File: config.mk
export PLATFORM = sky130hd
export DESIGN_NAME = lsil_table
export DESIGN_NICKNAME = d
export VERILOG_FILES = /design/src/lsil_pkg.sv /design/src/lsil_table.sv
export VERILOG_INCLUDE_DIRS = /design/src /design/src/src
export SDC_FILE = /design/constraint.sdc
export NUM_CORES = 1
export LEC_CHECK = 0
export ABC_AREA = 1
export BUFFER_PORTS_ARGS = -buffer_cell sky130_fd_sc_hd__buf_2
export CORE_MARGIN = 2
export CORE_UTILIZATION = 59
export CTS_CLUSTER_DIAMETER = 150
export DETAILED_ROUTE_END_ITERATION = 6
export MAX_ROUTING_LAYER = met4
export PLACE_DENSITY_LB_ADDON = 0.2
export SYNTH_ARGS = -nofsm -noshare
export SYNTH_HDL_FRONTEND = slang
export SYNTH_SLANG_ARGS = --single-unit
File: constraint.sdc
create_clock -name i_clk -period 7.5 [get_ports i_clk]
set_clock_uncertainty 0.1 [all_clocks]
set_input_delay 1.5 -clock i_clk [delete_from_list [all_inputs] [get_ports i_clk]]
set_output_delay 1.5 -clock i_clk [all_outputs]
set_load 0.02 [all_outputs]
File: src/line_start_index_lookup_unit_assert.svh
// ----------------------------------------------------------------------------
// Line start index lookup: assertion macros
// Shared concurrent assertion forms for the lookup unit's modules.
// ----------------------------------------------------------------------------
`ifndef LINE_START_INDEX_LOOKUP_UNIT_ASSERT_SVH
`define LINE_START_INDEX_LOOKUP_UNIT_ASSERT_SVH

`ifndef ASSERT_OFF
// Same-cycle implication, checked at every rising edge outside reset.
`define LSIL_ASSERT_IMP(lbl, clk, rst_n, ante, cons) \
    lbl: assert property (@(posedge clk) disable iff (!rst_n) (ante) |-> (cons)) \
        else $error("lsil assertion failed");
// Next-cycle implication, checked at every rising edge outside reset.
`define LSIL_ASSERT_NXT(lbl, clk, rst_n, ante, cons) \
    lbl: assert property (@(posedge clk) disable iff (!rst_n) (ante) |=> (cons)) \
        else $error("lsil assertion failed");
`else
`define LSIL_ASSERT_IMP(lbl, clk, rst_n, ante, cons)
`define LSIL_ASSERT_NXT(lbl, clk, rst_n, ante, cons)
`endif

`endif

File: src/lsil_pkg.sv
// ----------------------------------------------------------------------------
// Line start index lookup: package
// Field widths, request and status codes, defaults and shared types.
// ----------------------------------------------------------------------------
package lsil_pkg;

    localparam int MAX_LINES_DEF   = 1024;
    localparam int OFFSET_BITS_DEF = 16;

    localparam int REQ_W  = 2;
    localparam int BYTE_W = 8;
    localparam int QOFF_W = 16;
    localparam int LINE_W = 10;
    localparam int COL_W  = 16;
    localparam int ST_W   = 2;

    // Working width for offset compares and column arithmetic.
    localparam int CALC_W = 32;

    localparam logic [REQ_W-1:0] REQ_BYTE  = 2'd0;
    localparam logic [REQ_W-1:0] REQ_END   = 2'd1;
    localparam logic [REQ_W-1:0] REQ_QUERY = 2'd2;

    localparam logic [ST_W-1:0] ST_OK    = 2'd0;
    localparam logic [ST_W-1:0] ST_RANGE = 2'd1;
    localparam logic [ST_W-1:0] ST_OVFL  = 2'd2;

    localparam logic [BYTE_W-1:0] NEWLINE = 8'h0A;

    typedef struct packed {
        logic closed;
        logic overflowed;
        logic has_lines;
    } t_text_stat;

endpackage

File: src/lsil_table.sv
// ----------------------------------------------------------------------------
// Line start index lookup: line table builder
// Counts text bytes and writes each line start and the closing sentinel.
// ----------------------------------------------------------------------------
module lsil_table #(
    parameter int MAX_LINES   = 1024,
    parameter int OFFSET_BITS = 16
) (
    input  logic                         i_clk,
    input  logic                         i_rst_n,
    input  logic                         i_take,
    input  logic [lsil_pkg::REQ_W-1:0]   i_req_type,
    input  logic [lsil_pkg::BYTE_W-1:0]  i_text_byte,
    output lsil_pkg::t_text_stat         o_stat,
    output logic [$clog2(MAX_LINES)-1:0] o_hi_idx,
    output logic [OFFSET_BITS-1:0]       o_last_start,
    output logic                         o_we,
    output logic [$clog2(MAX_LINES)-1:0] o_waddr,
    output logic [OFFSET_BITS-1:0]       o_wdata
);
    import lsil_pkg::*;

    localparam int AW = $clog2(MAX_LINES);
    localparam int EW = $clog2(MAX_LINES + 1);

    logic [EW-1:0]          r_ec, n_ec;
    logic [OFFSET_BITS-1:0] r_bc, n_bc;
    logic                   r_closed, n_closed;
    logic                   r_ov, n_ov;
    logic [OFFSET_BITS-1:0] r_last, n_last;

    logic [EW-1:0]          ec0;
    logic [OFFSET_BITS-1:0] bc0;
    logic [OFFSET_BITS-1:0] bc_inc;
    logic                   ov0;
    logic [EW-1:0]          ec_m1;

    // A byte that arrives on closed text starts a new table; entry 0 is
    // always zero and is never stored.
    assign ec0    = r_closed ? EW'(1) : r_ec;
    assign bc0    = r_closed ? '0 : r_bc;
    assign ov0    = r_closed ? 1'b0 : r_ov;
    assign bc_inc = bc0 + OFFSET_BITS'(1);

    always_comb begin
        n_ec     = r_ec;
        n_bc     = r_bc;
        n_closed = r_closed;
        n_ov     = r_ov;
        n_last   = r_last;
        o_we     = 1'b0;
        o_waddr  = r_ec[AW-1:0];
        o_wdata  = r_bc;
        if (i_take) begin
            unique case (i_req_type)
                REQ_BYTE: begin
                    n_closed = 1'b0;
                    n_ec     = ec0;
                    n_bc     = bc0;
                    n_ov     = ov0;
                    if (&bc0) begin
                        n_ov = 1'b1;
                    end else begin
                        n_bc = bc_inc;
                        if (i_text_byte == NEWLINE) begin
                            if (ec0 < EW'(MAX_LINES - 1)) begin
                                o_we    = 1'b1;
                                o_waddr = ec0[AW-1:0];
                                o_wdata = bc_inc;
                                n_ec    = ec0 + EW'(1);
                            end else begin
                                n_ov = 1'b1;
                            end
                        end
                    end
                end
                REQ_END: begin
                    if (!r_closed) begin
                        if (r_ec < EW'(MAX_LINES)) begin
                            o_we = 1'b1;
                            n_ec = r_ec + EW'(1);
                        end
                        n_closed = 1'b1;
                        n_last   = r_bc;
                    end
                end
                default: begin
                end
            endcase
        end
    end

    always_ff @(posedge i_clk) begin
        if (!i_rst_n) begin
            r_ec     <= '0;
            r_bc     <= '0;
            r_closed <= 1'b1;
            r_ov     <= 1'b0;
        end else begin
            r_ec     <= n_ec;
            r_bc     <= n_bc;
            r_closed <= n_closed;
            r_ov     <= n_ov;
        end
        r_last <= n_last;
    end

    assign ec_m1             = r_ec - EW'(1);
    assign o_hi_idx          = ec_m1[AW-1:0];
    assign o_last_start      = r_last;
    assign o_stat.closed     = r_closed;
    assign o_stat.overflowed = r_ov;
    assign o_stat.has_lines  = (r_ec >= EW'(2));

    `include "line_start_index_lookup_unit_assert.svh"

    `LSIL_ASSERT_IMP(a_ec_bound, i_clk, i_rst_n, 1'b1, r_ec <= EW'(MAX_LINES))
    `LSIL_ASSERT_IMP(a_open_has_start, i_clk, i_rst_n, !r_closed, r_ec >= EW'(1))
    `LSIL_ASSERT_NXT(a_byte_opens, i_clk, i_rst_n, i_take && i_req_type == REQ_BYTE, !r_closed)
endmodule

# After elaboration in Yosys (flattened, before gate mapping)
# Index checks and enable logic that the tools add are counted.
# W data, S select, Z words.
op_classes:
  n_lt_le_gt_ge: 3
  n_reduce_logical: 7
  muxes: 31
  eq_ne: 4
  bitwise: 1
  addsub: 4
ops:
  columns: ["operator", "count"]
  rows:
  - ["$mux W16", 7]
  - ["$mux W11", 6]
  - ["$mux W10", 5]
  - ["$add A11 B1 Y11 const B", 2]
  - ["$pmux W11 S2", 1]
  - ["$add A16 B1 Y16 const B", 1]
  - ["$reduce_and A16 Y1", 1]
  - ["$ge A11 B2 Y1 const B", 1]
  - ["$lt A11 B10 Y1 const B", 1]
  - ["$lt A11 B11 Y1 const B", 1]
  - ["$mux W1", 10]
  - ["$sub A10 B1 Y10 const B", 1]
  - ["$eq A8 B4 Y1 const B", 1]
  - ["$ne A2 B2 Y1 const B", 2]
  - ["$pmux W1 S2", 2]
  - ["$reduce_and A2 Y1", 2]
  - ["$reduce_and A4 Y1", 1]
  - ["$reduce_and A3 Y1", 1]
  - ["$eq A2 B1 Y1 const B", 1]
  - ["$logic_not A2 Y1", 1]
  - ["$reduce_bool A2 Y1", 1]
  - ["$not A1 Y1", 1]
word_totals:
  inputBits: 13
  out_inout_bits: 56
  regBits: 45

# Longest topological paths before layout
depth:
  ltp_word: 7
  mapped_depth: 14
  ltp_nobuf: 13

# Worst setup path before layout
# No wires, ideal clock.
synth_timing:
  path_kind: "in2out"
  startpoint: "input port i_req_type[0] (netlist bit)"
  endpoint: "output port o_we"
  path_slack_ps: 2250
  arrival_time_ps: 3650
  n_path_buf: 1
  stages: 7
  cell_sequence: "inv_1 nor2_2 inv_1 clkbuf_1 nor3_1 nand2_1 nand2_1"
synth_via:
  elab_chain_cells: 3
  word_cells_on_any_way: 4
  cone_classes: "1 x eq/ne; 2 x mux; 1 x reduce/logical"
synth_rtl:
  columns: ["element", "line", "text"]
  rows:
  - ["start: declaration", "lsil_table.sv:12", "input logic [lsil_pkg::REQ_W-1:0] i_req_type,"]
  - ["$eq A2 B1 Y1 / $logic_not A2 Y1 (equally long branches)", "lsil_table.sv:55", "unique case (i_req_type)"]
  - ["$pmux W1 S2 (*)", "lsil_table.sv:55", null]
  - ["$mux W1 (*)", "lsil_table.sv:54", "if (i_take) begin"]
  - ["end: declaration", "lsil_table.sv:17", "output logic o_we,"]
# Mark *: on every way between the ends. The rest lies on a longest branch, timed or not.

# Worst setup path after layout
layout_timing:
  startpoint: "input port i_req_type[1] (netlist bit)"
  endpoint: "output port o_wdata[11]"
layout_via:
  elab_chain_cells: 3
layout_rtl:
  columns: ["element", "line", "text"]
  rows:
  - ["$logic_not A2 Y1", "lsil_table.sv:55", null]
  - ["$mux W16", "lsil_table.sv:55", null]
  - ["$mux W16", "lsil_table.sv:54", null]
  - ["end: declaration", "lsil_table.sv:19", "output logic [OFFSET_BITS-1:0] o_wdata"]
# Every way passes these cells.

==> summary.md <==
| Metric | Value |
|---|---|
| Hold path depth | 0 |
| Mean Syn Cell Area | ~6.7 sq um |
| TritonCTS clock tree | done |
| Final core area utilization | 70.6% |
| Most repeated library cell on the critical path | sky130_fd_sc_hd__buf_2 |
| Layout cells sized above 1 | 20.6% |
| Endpoint required time on the critical path | 5.90 ns |
| RD Place Congestion | 0.951 |
| Post-route ant nets | 0 |
| Final clock period utilization by the worst path | between 60% and 70% |
| I/O pin total | 69 |
| Core Box Area | 5170 sq um |
| Start of the worst register-to-register path | r_closed |
| Ant diodes | 0 |
| Time the worst path needs with I/O delays and setup | 4.97 ns |
| CP cell instances | buf_2 > nor2_1 > nand2_1 > clkinv_1 > nand2_4 > inv_4 > nand3_1 > o21ai_1 > inv_1 > buf_2 |
| Number of violations of the max-capacitance limit | 0 |
| Global-route usage over all layers | around 28% |
| Cell leakage power | 0.00171 uW |
| Average routed wire per standard cell | roughly 13 um |
| Wire length of the first global-routing pass | 13400 um |
| Clock-pin slew reported for the worst setup and hold paths after clock tree synthesis | roughly 0.08 ns |
| Drt pass-1 iters | 5 |
| Sinks on Clock Net | 45 |
| CP startpoint kind | input pin |
| Setup slack, reg-to-reg | 4.75 ns |
| Number of enable flip-flop cells after synthesis | 16 |
| Die Y-Extent | slightly below 80 um |
| Min-delay src | r_bc[13] |
| Number of warning messages in the yosys log | 0 |
| Final wirelength | 8040 um |
| CP Class | in -> out |
| Proportion of netlist area held by the largest area contributor | 18.1% |
| Area of the die | 6060 sq um |
| Most common cell after layout, fill and taps aside | sky130_fd_sc_hd__nand2_1 |
| Clock buffer count from CTS | 5 |
| Die outline width | 77.8 um |
| Largest net degree at the start of global routing | 21 |
| Library cells used by synthesis | 38 |
| Worst Hold End | o_last_start[13] |
| Post-CTS Setup Repair Bufs | 0 |
| Critical path buffers and inverters | 5 |
| Nets@finish | 556 |
| Worst voltage drop across the vdd grid | around 87 uV |
| Longest individual stage delay on the worst path | 0.54 ns |
| Non-filler instance count after layout | 610 |
| Worst path slowest cell | sky130_fd_sc_hd__clkinv_1 |
| Run status | finished, final reports clean |
| Post-Route Setup TNS | 0 ns |
| Mapped Area | 3220 sq um |
| Skew-Pair Late Insertion Delay | 0.30 ns |
| Power density over the cells | ~150 nW/um^2 |
| Flip-flop and latch count after synthesis | 45 |
| Maximum buffer depth of the clock tree | 2 |
| Rows | 26 |
| Half-perimeter wire length after placement | roughly 5900 um |
| Leading cell types in the layout, fill and taps excluded | sky130_fd_sc_hd__nand2_1, sky130_fd_sc_hd__buf_2, sky130_fd_sc_hd__inv_1, sky130_fd_sc_hd__nor2_1, sky130_fd_sc_hd__o21ai_0 |
| Logic depth of the worst register-to-register path | 13 |
| Routed vias/inst | 5.36 |
| Predominant post-synthesis flop cell | sky130_fd_sc_hd__dfxtp_1 |
| PostCTS Resize Cnt | 0 |
| Type of element capturing the critical path | output port |
| CP Max Fanout | 19 |
| Number of DRC violations after detailed-routing iteration 0 | about 230 |
| Finish-stage setup viols | 0 |
| End of the worst register-to-register path | r_bc[10] |
| Via count of the first global-routing pass | 3053 |
| Antenna violations before repair | 0 |
| Slew Viols, Final | 0 |
| Post-synthesis instance total | 481 |
| Synth area leaders | sky130_fd_sc_hd__dfxtp_1, sky130_fd_sc_hd__edfxtp_1, sky130_fd_sc_hd__nand2_1 |
| Number of port buffers | 68 |
| Total number of vias | 3271 |
| Fmax achieved | 201 MHz |
| Worst hold slack across all endpoints | 0.362 ns |
| Share of async-settable or async-resettable flops after synthesis | 0% |
| Effective utilization at floorplan | 62.2% |
| Relative slew slack | 54.3% |
| Cell type with the largest total area after synthesis | sky130_fd_sc_hd__dfxtp_1 |
| Layout overhead on the synthesized area | 13.5% |
| Worst slew pin tran | approximately 0.68 ns |
| H-tree levels | 2 |
| Final global-route overflow total | 0 |
| Master cell of the clock root buffer | sky130_fd_sc_hd__clkbuf_8 |
| # placed instances | 602 |
| Part of the Yosys area used for sequential elements | 33.0% |
| Hold WC Path Type | reg -> reg |
| Setup repair after global routing missed its margin | no |
| Data arrival time of the critical path | around 3.4 ns |
| Number of hold-slack violations in the final timing report | 0 |
| Top cell family by delay on the critical path | buffers and inverters |
| DRC violations left | 0 |
| Post-CTS Hold Buffers | 0 |
| Synth Net Count | 498 |
-- sequential cells by signal (all words and copies together), names as in the netlist --
name          flops
r_closed          1
r_ec             11
o_last_start     16
r_ov              1
r_bc             16
-- layout make-up --
cell class                 count  area [sq um]
fill                         483          1520
clock inverter                 2          33.8
timing repair buffer          70           355
sequential                    45          1060
tap                           70          87.6
inverter                      74           280
clock buffer                   6          72.6
multi-input combinational    343          1760
-- metrics by stage --
stage               instance area [sq um]  setup WS (ns)  power [uW]
global placement                     3540           2.62         376
floorplan                            3220           2.25         347
CTS                                  3650           2.56         555
global route                         3650           2.24         579
finish                               3650           2.53         553
detailed placement                   3540           2.57         378
-- routing by layer --
layer / GRT usage [%] / routed length [um]
met1: 31.7 / 3250
met2: 50.6 / 4130
met3: 3.60 / 514
met4: 11.1 / 140
met5: - / 0
-- worst max path at each step --
stage	endpoint	cells past startpoint	startpoint	slack [ns]
after global routing	o_wdata[3]	9	i_req_type[1]	2.24
after detailed placement	o_wdata[11]	12	i_text_byte[0]	2.57
after global placement	o_wdata[11]	12	i_text_byte[0]	2.62
final	o_wdata[11]	10	i_req_type[1]	2.53
after floorplan	o_we	7	i_req_type[0]	2.25
after CTS	o_wdata[11]	12	i_text_byte[0]	2.56
-- cell families after synthesis --
| family | after synthesis | synth area share (%) |
|---|---|---|
| compound gates | 90 | 15.0 |
| xor+xnor | 15 | 4.09 |
| fa+ha+maj | 4 | 1.56 |
| buf+inv | 93 | 12.4 |
| flops | 45 | 33.0 |
| simple gates | 234 | 33.9 |
-- Yosys cell counts, types with 6 or more instances --
master and n:
sky130_fd_sc_hd__clkbuf_1 7, sky130_fd_sc_hd__inv_1 65, sky130_fd_sc_hd__nand2_1 95, sky130_fd_sc_hd__a21oi_1 25
sky130_fd_sc_hd__dfxtp_1 29, sky130_fd_sc_hd__xor2_1 14, sky130_fd_sc_hd__nor3_1 6, sky130_fd_sc_hd__nor2_1 65
sky130_fd_sc_hd__nand3_1 34, sky130_fd_sc_hd__o21ai_1 13, sky130_fd_sc_hd__nand2_2 6, sky130_fd_sc_hd__o21ai_0 36
sky130_fd_sc_hd__edfxtp_1 16, sky130_fd_sc_hd__nor2_2 8, sky130_fd_sc_hd__a31oi_1 8
-- report_power, final --
| group | switching, uW | internal [uW] | total (uW) |
|---|---|---|---|
| clock network | 81.1 | 98.4 | 180 |
| logic | 69.4 | 32.8 | 102 |
| registers | 11.6 | 260 | 271 |
| total | 162 | 391 | 553 |
(Power assumes the default switching activity.)
