## config.mk

```make
export PLATFORM = sky130hd
export DESIGN_NAME = lsil_search_flat
export DESIGN_NICKNAME = d
export VERILOG_FILES = /design/src/lsil_pkg.sv /design/src/lsil_ifs.sv /design/src/lsil_search.sv /design/src/flat_wrapper.sv
export VERILOG_INCLUDE_DIRS = /design/src /design/src/src
export SDC_FILE = /design/constraint.sdc
export NUM_CORES = 1
export LEC_CHECK = 0
export ABC_CLOCK_PERIOD_IN_PS = 12850
export BUFFER_PORTS_ARGS = -buffer_cell sky130_fd_sc_hd__buf_4
export CELL_PAD_IN_SITES_DETAIL_PLACEMENT = 0
export CELL_PAD_IN_SITES_GLOBAL_PLACEMENT = 1
export CORE_UTILIZATION = 46
export CTS_CLUSTER_SIZE = 28
export DETAILED_ROUTE_END_ITERATION = 6
export MAX_ROUTING_LAYER = met4
export PLACE_DENSITY_LB_ADDON = 0.25
export SYNTH_ARGS = -nofsm -noshare
export SYNTH_HDL_FRONTEND = slang
export SYNTH_SLANG_ARGS = --single-unit
```

## constraint.sdc

```tcl
create_clock -name i_clk -period 12.85 [get_ports i_clk]
set_clock_uncertainty 0.1 [all_clocks]
set_input_delay 1.285 -clock i_clk [delete_from_list [all_inputs] [get_ports i_clk]]
set_output_delay 1.285 -clock i_clk [all_outputs]
set_load 0.02 [all_outputs]
```

## src/line_start_index_lookup_unit_assert.svh

```systemverilog
// ----------------------------------------------------------------------------
// Line start index lookup: assertion macros
// Shared concurrent assertion forms for the lookup unit's modules.
// ----------------------------------------------------------------------------
`ifndef LINE_START_INDEX_LOOKUP_UNIT_ASSERT_SVH
`define LINE_START_INDEX_LOOKUP_UNIT_ASSERT_SVH

`ifndef ASSERT_OFF
// Same-cycle implication, checked at every rising edge outside reset.
`define LSIL_ASSERT_IMP(lbl, clk, rst_n, ante, cons) \
    lbl: assert property (@(posedge clk) disable iff (!rst_n) (ante) |-> (cons)) \
        else $error("lsil assertion failed");
// Next-cycle implication, checked at every rising edge outside reset.
`define LSIL_ASSERT_NXT(lbl, clk, rst_n, ante, cons) \
    lbl: assert property (@(posedge clk) disable iff (!rst_n) (ante) |=> (cons)) \
        else $error("lsil assertion failed");
`else
`define LSIL_ASSERT_IMP(lbl, clk, rst_n, ante, cons)
`define LSIL_ASSERT_NXT(lbl, clk, rst_n, ante, cons)
`endif

`endif

```

## src/lsil_pkg.sv

```systemverilog
// ----------------------------------------------------------------------------
// Line start index lookup: package
// Field widths, request and status codes, defaults and shared types.
// ----------------------------------------------------------------------------
package lsil_pkg;

    localparam int MAX_LINES_DEF   = 1024;
    localparam int OFFSET_BITS_DEF = 16;

    localparam int REQ_W  = 2;
    localparam int BYTE_W = 8;
    localparam int QOFF_W = 16;
    localparam int LINE_W = 10;
    localparam int COL_W  = 16;
    localparam int ST_W   = 2;

    // Working width for offset compares and column arithmetic.
    localparam int CALC_W = 32;

    localparam logic [REQ_W-1:0] REQ_BYTE  = 2'd0;
    localparam logic [REQ_W-1:0] REQ_END   = 2'd1;
    localparam logic [REQ_W-1:0] REQ_QUERY = 2'd2;

    localparam logic [ST_W-1:0] ST_OK    = 2'd0;
    localparam logic [ST_W-1:0] ST_RANGE = 2'd1;
    localparam logic [ST_W-1:0] ST_OVFL  = 2'd2;

    localparam logic [BYTE_W-1:0] NEWLINE = 8'h0A;

    typedef struct packed {
        logic closed;
        logic overflowed;
        logic has_lines;
    } t_text_stat;

endpackage

```

## src/lsil_ifs.sv

```systemverilog


interface lsil_rsp_if;
    import lsil_pkg::*;

    logic              valid;
    logic              ready;
    logic [LINE_W-1:0] line_number;
    logic [COL_W-1:0]  column;
    logic [ST_W-1:0]   status;

    modport source (output valid, line_number, column, status, input ready);
    modport sink   (input valid, line_number, column, status, output ready);
endinterface

```

## src/lsil_search.sv

```systemverilog
// ----------------------------------------------------------------------------
// Line start index lookup: search sequencer
// Binary search over the line table.
// ----------------------------------------------------------------------------
module lsil_search #(
    parameter int MAX_LINES   = 1024,
    parameter int OFFSET_BITS = 16
) (
    input  logic                         i_clk,
    input  logic                         i_rst_n,
    input  logic                         i_start,
    input  logic [lsil_pkg::QOFF_W-1:0]  i_query_offset,
    input  lsil_pkg::t_text_stat         i_stat,
    input  logic [$clog2(MAX_LINES)-1:0] i_hi_idx,
    input  logic [OFFSET_BITS-1:0]       i_last_start,
    output logic                         o_busy,
    output logic [$clog2(MAX_LINES)-1:0] o_raddr,
    input  logic [OFFSET_BITS-1:0]       i_rdata,
    lsil_rsp_if.source                   o_rsp
);
    import lsil_pkg::*;

    localparam int AW = $clog2(MAX_LINES);

    localparam logic [1:0] S_IDLE = 2'd0;
    localparam logic [1:0] S_STEP = 2'd1;
    localparam logic [1:0] S_CMP  = 2'd2;

    logic [1:0]             r_state, n_state;
    logic [AW-1:0]          r_lo, n_lo;
    logic [AW-1:0]          r_hi, n_hi;
    logic [AW-1:0]          r_mid, n_mid;
    logic [OFFSET_BITS-1:0] r_lo_start, n_lo_start;
    logic [QOFF_W-1:0]      r_off, n_off;
    logic [ST_W-1:0]        r_st, n_st;
    logic                   r_out_valid, n_out_valid;
    logic [LINE_W-1:0]      r_line, n_line;
    logic [COL_W-1:0]       r_col, n_col;
    logic [ST_W-1:0]        r_out_st, n_out_st;

    logic [AW-1:0]     span;
    logic [AW-1:0]     mid;
    logic [CALC_W-1:0] off_x;
    logic [CALC_W-1:0] rdata_x;
    logic [CALC_W-1:0] diff;
    logic [CALC_W-1:0] lo_x;
    logic              out_free;

    assign span     = r_hi - r_lo;
    assign mid      = r_lo + (span >> 1);
    assign off_x    = CALC_W'(r_off);
    assign rdata_x  = CALC_W'(i_rdata);
    assign diff     = off_x - CALC_W'(r_lo_start);
    assign lo_x     = CALC_W'(r_lo);
    assign out_free = !r_out_valid || o_rsp.ready;
    assign o_raddr  = mid;

    always_comb begin
        n_state     = r_state;
        n_lo        = r_lo;
        n_hi        = r_hi;
        n_mid       = r_mid;
        n_lo_start  = r_lo_start;
        n_off       = r_off;
        n_st        = r_st;
        n_out_valid = r_out_valid;
        n_line      = r_line;
        n_col       = r_col;
        n_out_st    = r_out_st;
        if (r_out_valid && o_rsp.ready) begin
            n_out_valid = 1'b0;
        end
        unique case (r_state)
            S_IDLE: begin
                if (i_start) begin
                    n_off      = i_query_offset;
                    n_lo       = '0;
                    n_hi       = '0;
                    n_lo_start = '0;
                    n_state    = S_STEP;
                    if (!i_stat.closed || !i_stat.has_lines) begin
                        n_st = ST_RANGE;
                    end else if (i_stat.overflowed) begin
                        n_st = ST_OVFL;
                    end else if (CALC_W'(i_query_offset) >= CALC_W'(i_last_start)) begin
                        n_st = ST_RANGE;
                    end else begin
                        n_st = ST_OK;
                        n_hi = i_hi_idx;
                    end
                end
            end
            S_STEP: begin
                if (span > AW'(1)) begin
                    n_mid   = mid;
                    n_state = S_CMP;
                end else if (out_free) begin
                    n_out_valid = 1'b1;
                    n_out_st    = r_st;
                    n_line      = (r_st == ST_OK) ? lo_x[LINE_W-1:0] : '0;
                    n_col       = (r_st == ST_OK) ? diff[COL_W-1:0] : '0;
                    n_state     = S_IDLE;
                end
            end
            S_CMP: begin
                // Read data for the midpoint arrives in the cycle after the address is presented.
                if (rdata_x <= off_x) begin
                    n_lo       = r_mid;
                    n_lo_start = i_rdata;
                end else begin
                    n_hi = r_mid;
                end
                n_state = S_STEP;
            end
            default: begin
                n_state = S_IDLE;
            end
        endcase
    end

    always_ff @(posedge i_clk) begin
        if (!i_rst_n) begin
            r_state     <= S_IDLE;
            r_out_valid <= 1'b0;
        end else begin
            r_state     <= n_state;
            r_out_valid <= n_out_valid;
        end
        r_lo       <= n_lo;
        r_hi       <= n_hi;
        r_mid      <= n_mid;
        r_lo_start <= n_lo_start;
        r_off      <= n_off;
        r_st       <= n_st;
        r_line     <= n_line;
        r_col      <= n_col;
        r_out_st   <= n_out_st;
    end

    assign o_busy            = (r_state != S_IDLE);
    assign o_rsp.valid       = r_out_valid;
    assign o_rsp.line_number = r_line;
    assign o_rsp.column      = r_col;
    assign o_rsp.status      = r_out_st;

    `include "line_start_index_lookup_unit_assert.svh"

    `LSIL_ASSERT_IMP(a_mid_inside, i_clk, i_rst_n, r_state == S_CMP,
        r_lo < r_mid && r_mid < r_hi)
    `LSIL_ASSERT_IMP(a_fail_zero, i_clk, i_rst_n, r_out_valid && r_out_st != ST_OK,
        r_line == '0 && r_col == '0)
    `LSIL_ASSERT_NXT(a_finish_loads, i_clk, i_rst_n,
        r_state == S_STEP && span <= AW'(1) && out_free, r_out_valid && r_state == S_IDLE)
endmodule

```

## src/flat_wrapper.sv

```systemverilog
// flat-port wrapper written by rule: the top's interface ports become plain ports
module lsil_search_flat import lsil_pkg::*;
#(
    parameter int MAX_LINES   = 1024,
    parameter int OFFSET_BITS = 16
)
  (i_clk, i_rst_n, i_start, i_query_offset, i_stat, i_hi_idx, i_last_start, o_busy, o_raddr, i_rdata, o_rsp_valid, o_rsp_line_number, o_rsp_column, o_rsp_status, o_rsp_ready);
  lsil_rsp_if o_rsp_i ();
  input  logic i_clk;
  input  logic i_rst_n;
  input  logic i_start;
  input  logic [lsil_pkg::QOFF_W-1:0] i_query_offset;
  input  lsil_pkg::t_text_stat i_stat;
  input  logic [$clog2(MAX_LINES)-1:0] i_hi_idx;
  input  logic [OFFSET_BITS-1:0] i_last_start;
  output logic o_busy;
  output logic [$clog2(MAX_LINES)-1:0] o_raddr;
  input  logic [OFFSET_BITS-1:0] i_rdata;
  output wire logic [$bits(o_rsp_i.valid)-1:0] o_rsp_valid;
  output wire logic [$bits(o_rsp_i.line_number)-1:0] o_rsp_line_number;
  output wire logic [$bits(o_rsp_i.column)-1:0] o_rsp_column;
  output wire logic [$bits(o_rsp_i.status)-1:0] o_rsp_status;
  input wire logic [$bits(o_rsp_i.ready)-1:0] o_rsp_ready;
  assign o_rsp_valid = o_rsp_i.valid;
  assign o_rsp_line_number = o_rsp_i.line_number;
  assign o_rsp_column = o_rsp_i.column;
  assign o_rsp_status = o_rsp_i.status;
  assign o_rsp_i.ready = o_rsp_ready;
  lsil_search #(.MAX_LINES(MAX_LINES), .OFFSET_BITS(OFFSET_BITS)) u_core (.i_clk(i_clk), .i_rst_n(i_rst_n), .i_start(i_start), .i_query_offset(i_query_offset), .i_stat(i_stat), .i_hi_idx(i_hi_idx), .i_last_start(i_last_start), .o_busy(o_busy), .o_raddr(o_raddr), .i_rdata(i_rdata), .o_rsp(o_rsp_i));
endmodule
```

---- After elaboration in Yosys (flattened, before gate mapping) ----
Cells that the tools add are included.
storage, ports and cells
  flip-flop bits (word level) ............. 95
  bits of input ports ..................... 65
  logic and storage cells ................. 62
operators by class
  mux-type cells .......................... 22
  bitwise logic cells ..................... 1
  reductions and logical operators ........ 16
  $add $sub $neg .......................... 3
  order comparisons ....................... 3
  eq/ne operators ......................... 6
operators with widths
  cell                 number
  $mux 10              7
  $pmux 10 s2          2
  $mux 16              2
  $pmux 16 s2          1
  $ge 16x16->1         1
  $le 16x16->1         1
  $sub 16x16->16       1
  $add 10x9->10        1
  $gt 10x1->1 const B  1
  $sub 10x10->10       1
  $reduce_and 3->1     3
  $mux 2               4
  $pmux 2 s3           1
  $reduce_and 2->1     3
  $mux 1               5
  $logic_not 2->1      2
  $ne 2x2->1 const B   2
  $reduce_bool 2->1    2
  $logic_not 1->1      3
  $ne 3x1->1 const B   1
  $eq 2x1->1 const B   1
  $eq 2x2->1 const B   1
  $logic_or 1x1->1     2
  $ne 2x1->1 const B   1
  2 further kinds      2

---- Logic depth before layout (Yosys ltp) ----
  word-level depth ........................ 6
  mapped depth ............................ 15
  gate-level depth less buffers ........... 15

---- Worst setup path before layout ----
OpenSTA, ideal clock, no wires.
  kind .................................... flip-flop to flip-flop
  from .................................... register u_core.r_hi[0]
  to ...................................... register u_core.r_col[0], in the netlist u_core.o_rsp.column[0], enable pin
  library setup time ...................... 0.484 ns
  path buffers ............................ 0
  cell stages (with the launch flop) ...... 12
  required time ........................... 12.266 ns
  arrival ................................. 4.544 ns
  setup slack ............................. 7.722 ns
  clock period less this slack ............ 5.128 ns
  path through ............................ edfxtp_1 > inv_1 > ha_1 > inv_1 > fa_1 > a21oi_1 > nand4b_1 > and2_1 > a21oi_1 > xnor2_1 > inv_2 > nor4_1
on the way
  word-level cells in the longest chain between the ends .. 4
ends and longest elaborated chain
  what                               line                text
  from (decl)                        lsil_search.sv:31   logic [AW-1:0] r_hi, n_hi;
  from (signal assigned)             lsil_search.sv:130  r_hi <= n_hi;
  $sub 10x10->10                     lsil_search.sv:49   assign span = r_hi - r_lo;
  $gt 10x1->1                        lsil_search.sv:94   if (span > AW'(1)) begin
  $not 1->1 (no source line)         -
  $reduce_and 3->1 (no source line)  -
  to (signal assigned)               lsil_search.sv:136  r_col <= n_col;
  to (decl)                          lsil_search.sv:38   logic [COL_W-1:0] r_col, n_col;
Every way passes these cells.
A chain may end at the register's enable or synchronous reset.

---- Worst setup path in the final report ----
  from .................................... register u_core.r_hi[0]
  to ...................................... output port o_raddr[9]
on the way
  word-level cells in the longest chain between the ends .. 2
ends and longest elaborated chain
  what            line                text
  $sub 10x10->10  lsil_search.sv:49
  $add 10x9->10   lsil_search.sv:50   assign mid = r_lo + (span >> 1);
  to (decl)       flat_wrapper.sv:17  output logic [$clog2(MAX_LINES)-1:0] o_raddr;
Every way passes these cells.

==> results.py <==
metrics = {
    "die": {
        "chipWidth_um": 114,
        "die_area_mm2": 0.0130,
        "start_util": 0.476,
        "core_area_mm2": 0.0122,
        "fp.dieH_um": 114,
        "io_pins": 105,
        "fp-row-count": 40,
    },
    "critical_path": {
        "cp_slowest_stage_delay_ns": 0.46,
        "crit_start": "u_core.r_hi[0]$_DFFE_PP_",
        "critPathLaunchType": "flop",
        "rrSetupSlack_ns": 9.40,
        "end_kind": "output port",
        "rr_startpoint": "u_core.r_hi[0]$_DFFE_PP_",
        "arrival_ns": 3.69,
        "crit_family": "compound AO/OA/AOI/OAI gates",
        "critPathRequiredTime_ns": 11.47,
        "critical_path_buf_inv_count": 3,
        "slowest_stage": "or4_1",
        "critical_path_class": "reg -> out",
        "crit_path_max_fanout": 3,
        "cp_cell_sequence": "inv_1 > ha_1 > inv_1 > fa_1 > xor2_1 > ha_1 > a21o_1 > a21oi_1 > o21ai_1 > or4_1 > a2111o_1 > o311ai_1 > buf_4",
    },
    "min_path": {
        "worstHoldPathType": "reg -> reg",
        "min_from": "u_core.r_st[1]$_SDFFCE_PN0P_",
    },
    "clock_network": {
        "cts_tree": "done",
        "cts_buffers": 9,
        "clockBufferDepth": 2,
        "cts_sinks": 95,
        "cts_resized": 0,
        "clk_pin_slew_worst_paths_ns": 0.06,
        "clk_latency_ns": 0.34,
        "hold_buffers": 0,
        "cts-root-buf": "clkbuf_16",
        "htreeDepth": 3,
        "cts_setup_buffers": 0,
    },
    "timing": {
        "tightest_slew_ns": 1.10,
        "slew_headroom": 0.267,
        "hold_ws_ns": 0.380,
        "period_share": 0.395,
        "rsz0062_at_grt": "no",
        "maxSlewViolCount": 0,
        "hold_violations": 0,
        "setup_viol": 0,
        "post-route-min-period_ns": 5.08,
        "fin_tns_setup_ns": 0,
        "fmax_mhz": 197,
    },
    "job": {
        "drv_cap": 0,
    },
    "synth": {
        "ys_types": 53,
        "synthArstFlopShare": 0,
        "avgSynthCellArea_um2": 10.9,
        "ys_ff_latch": 95,
        "synth_warnings": 0,
        "synth_ff_type": "edfxtp_1",
        "netlist_instances": 531,
        "yosysSeqAreaShare": 0.488,
        "syn-cell-area_mm2": 0.00579,
        "syn_nets": 664,
        "synth_edf_count": 92,
    },
    "power_and_ir_drop": {
        "p_seq_frac": 0.404,
        "clockPowerShare": 0.274,
        "power_w": 0.000939,
        "p_int_w": 0.000649,
        "power.switching_w": 0.000289,
        "p_comb_frac": 0.322,
        "ir_worst_vdd_uv": 61.2,
        "power_density_mw_per_mm2": 132,
        "p_leak_nw": 3.20,
        "power_switching_share": 0.308,
    },
    "final_layout": {
        "finalNetCount": 779,
        "layout_common_cells": "110 x buf_4, 92 x edfxtp_1, 70 x inv_1",
        "final_common_cell": "buf_4",
        "synthToLayoutAreaGrowth_pct": 22.5,
        "num-fill-cells": 1004,
        "n_antenna_cell": 0,
        "layout-drive-gt1-share": 0.198,
        "final_cells": 819,
        "postLayoutCellArea_mm2": 0.00709,
    },
    "drt": {
        "detail_route.drc_violations": 0,
        "firstDrtPassIters": 5,
        "routed_wl_um": 12800,
        "drt_iter0_drc": 310,
        "ant_nets": 0,
        "viasPerCell": 5.22,
        "via_count": 4276,
        "avgRoutedWirePerCell_um": 15.7,
    },
    "global_routing": {
        "grt_max_degree": 29,
        "track_usage": 0.214,
        "grt_overflow": 0,
        "antenna_found_initial": 0,
        "grt_pass1_vias": 4196,
        "grt_pass1_wl_um": 20400,
    },
    "placement": {
        "gp_congestion": 0.829,
        "dpl_cell_area_mm2": 0.00681,
        "place_inst": 803,
        "place_hpwl_um": 9790,
        "port_buffers": 104,
    },
    "outcome": {
        "status": "completed",
    },
}
==> power groups by stage <==
stage                     Sequential (W)  Combinational, W  Clock (W)
after detailed placement        0.000386          0.000298          0
after CTS                       0.000380          0.000301   0.000262
after floorplan                 0.000383          0.000202          0
after global placement          0.000385          0.000295          0
after global routing            0.000382          0.000331   0.000274
final                           0.000380          0.000302   0.000257
==> through the flow <==
| stage | utilization | setup slack, ns |
|---|---|---|
| after floorplan | - | 7.72 |
| after global placement | 0.560 | 8.28 |
| after detailed placement | 0.560 | 8.17 |
| after CTS | 0.583 | 7.79 |
| after global routing | 0.583 | 7.55 |
| final | 0.583 | 7.77 |
==> cells in the mapped netlist, types with 4 or more instances <==
cell type	count	area (um^2)
edfxtp_1	92	2760
inv_1	70	263
ha_1	65	813
nor2_1	40	150
and2_1	29	181
a21oi_1	23	115
nand2_1	23	86.3
a21o_1	21	158
nor3_1	14	70.1
xnor2_1	14	123
o21a_1	13	97.6
nor2b_1	12	75.1
o21ai_1	11	55.1
o21ai_0	10	50.1
xor2_1	7	61.3
clkbuf_1	6	22.5
nand4_1	6	37.5
and3_1	5	31.3
nand2b_1	5	31.3
a211oi_1	4	30.0
a31oi_1	4	25.0
o31ai_1	4	30.0
==> logic make-up (layout without fill, tap and decap cells) <==
kind of cell             Yosys count  count (layout)  synth area share
buffers and inverters             77             197            0.0499
multiplexers                       2               2           0.00346
AO/OA/AOI/OAI                    114             114             0.138
flip-flops                        95              95             0.488
XOR/XNOR                          21              21            0.0318
adder cells (fa/ha/maj)           68              68             0.151
AND/OR/NAND/NOR                  154             154             0.139
==> state kept, by name (all words and copies together) (netlist names) <==
signal	cells
u_core.r_lo_start	16
u_core.r_lo	10
u_core.r_hi	10
u_core.o_rsp.valid	1
u_core.r_mid	10
u_core.r_st	2
u_core.o_rsp.line_number	10
u_core.o_rsp.status	2
u_core.r_state	2
u_core.r_off	16
u_core.o_rsp.column	16
==> worst reg2reg max path, delay by kind of cell (launching register included) <==
| family | cells | cell delay (ns) |
|---|---|---|
| AOI/OAI and AO/OA | 5 | 1.05 |
| xor gates and xnor gates | 1 | 0.30 |
| adders and majority gates | 3 | 0.87 |
| buffers and inverters | 2 | 0.12 |
| DFF | 1 | 0.36 |
| and+or+nand+nor | 1 | 0.46 |
==> path summary, 6_finish.rpt <==
| kind | endpoint | cells past startpoint |
|---|---|---|
| setup / recovery | o_raddr[9] | 13 |
| hold / removal | u_core.o_rsp.status[1]$_DFFE_PP_ | 0 |
| setup reg to reg | u_core.r_mid[9]$_DFFE_PP_ | 12 |
| hold reg to reg | u_core.o_rsp.status[1]$_DFFE_PP_ | 0 |
==> final cells by class <==
type                       instances  area (um^2)  share of cell area
tap                              168          210              0.0297
multi-input combinational        359         2680               0.379
inverter                          71          267              0.0376
timing repair buffer             110          826               0.116
sequential                        95         2820               0.398
clock inverter                     6         51.3             0.00724
clock buffer                      10          229              0.0323
==> layer usage <==
| layer | up-vias | wire length, um | track usage |
|---|---|---|---|
| met5 | - | 0 | - |
| met4 | 0 | 238 | 0.0727 |
| met3 | 20 | 593 | 0.0397 |
| met2 | 131 | 5600 | 0.316 |
| met1 | 1984 | 6390 | 0.297 |
| li1 | 2141 | - | - |
No activity file was read; power rests on OpenSTA's default activity.
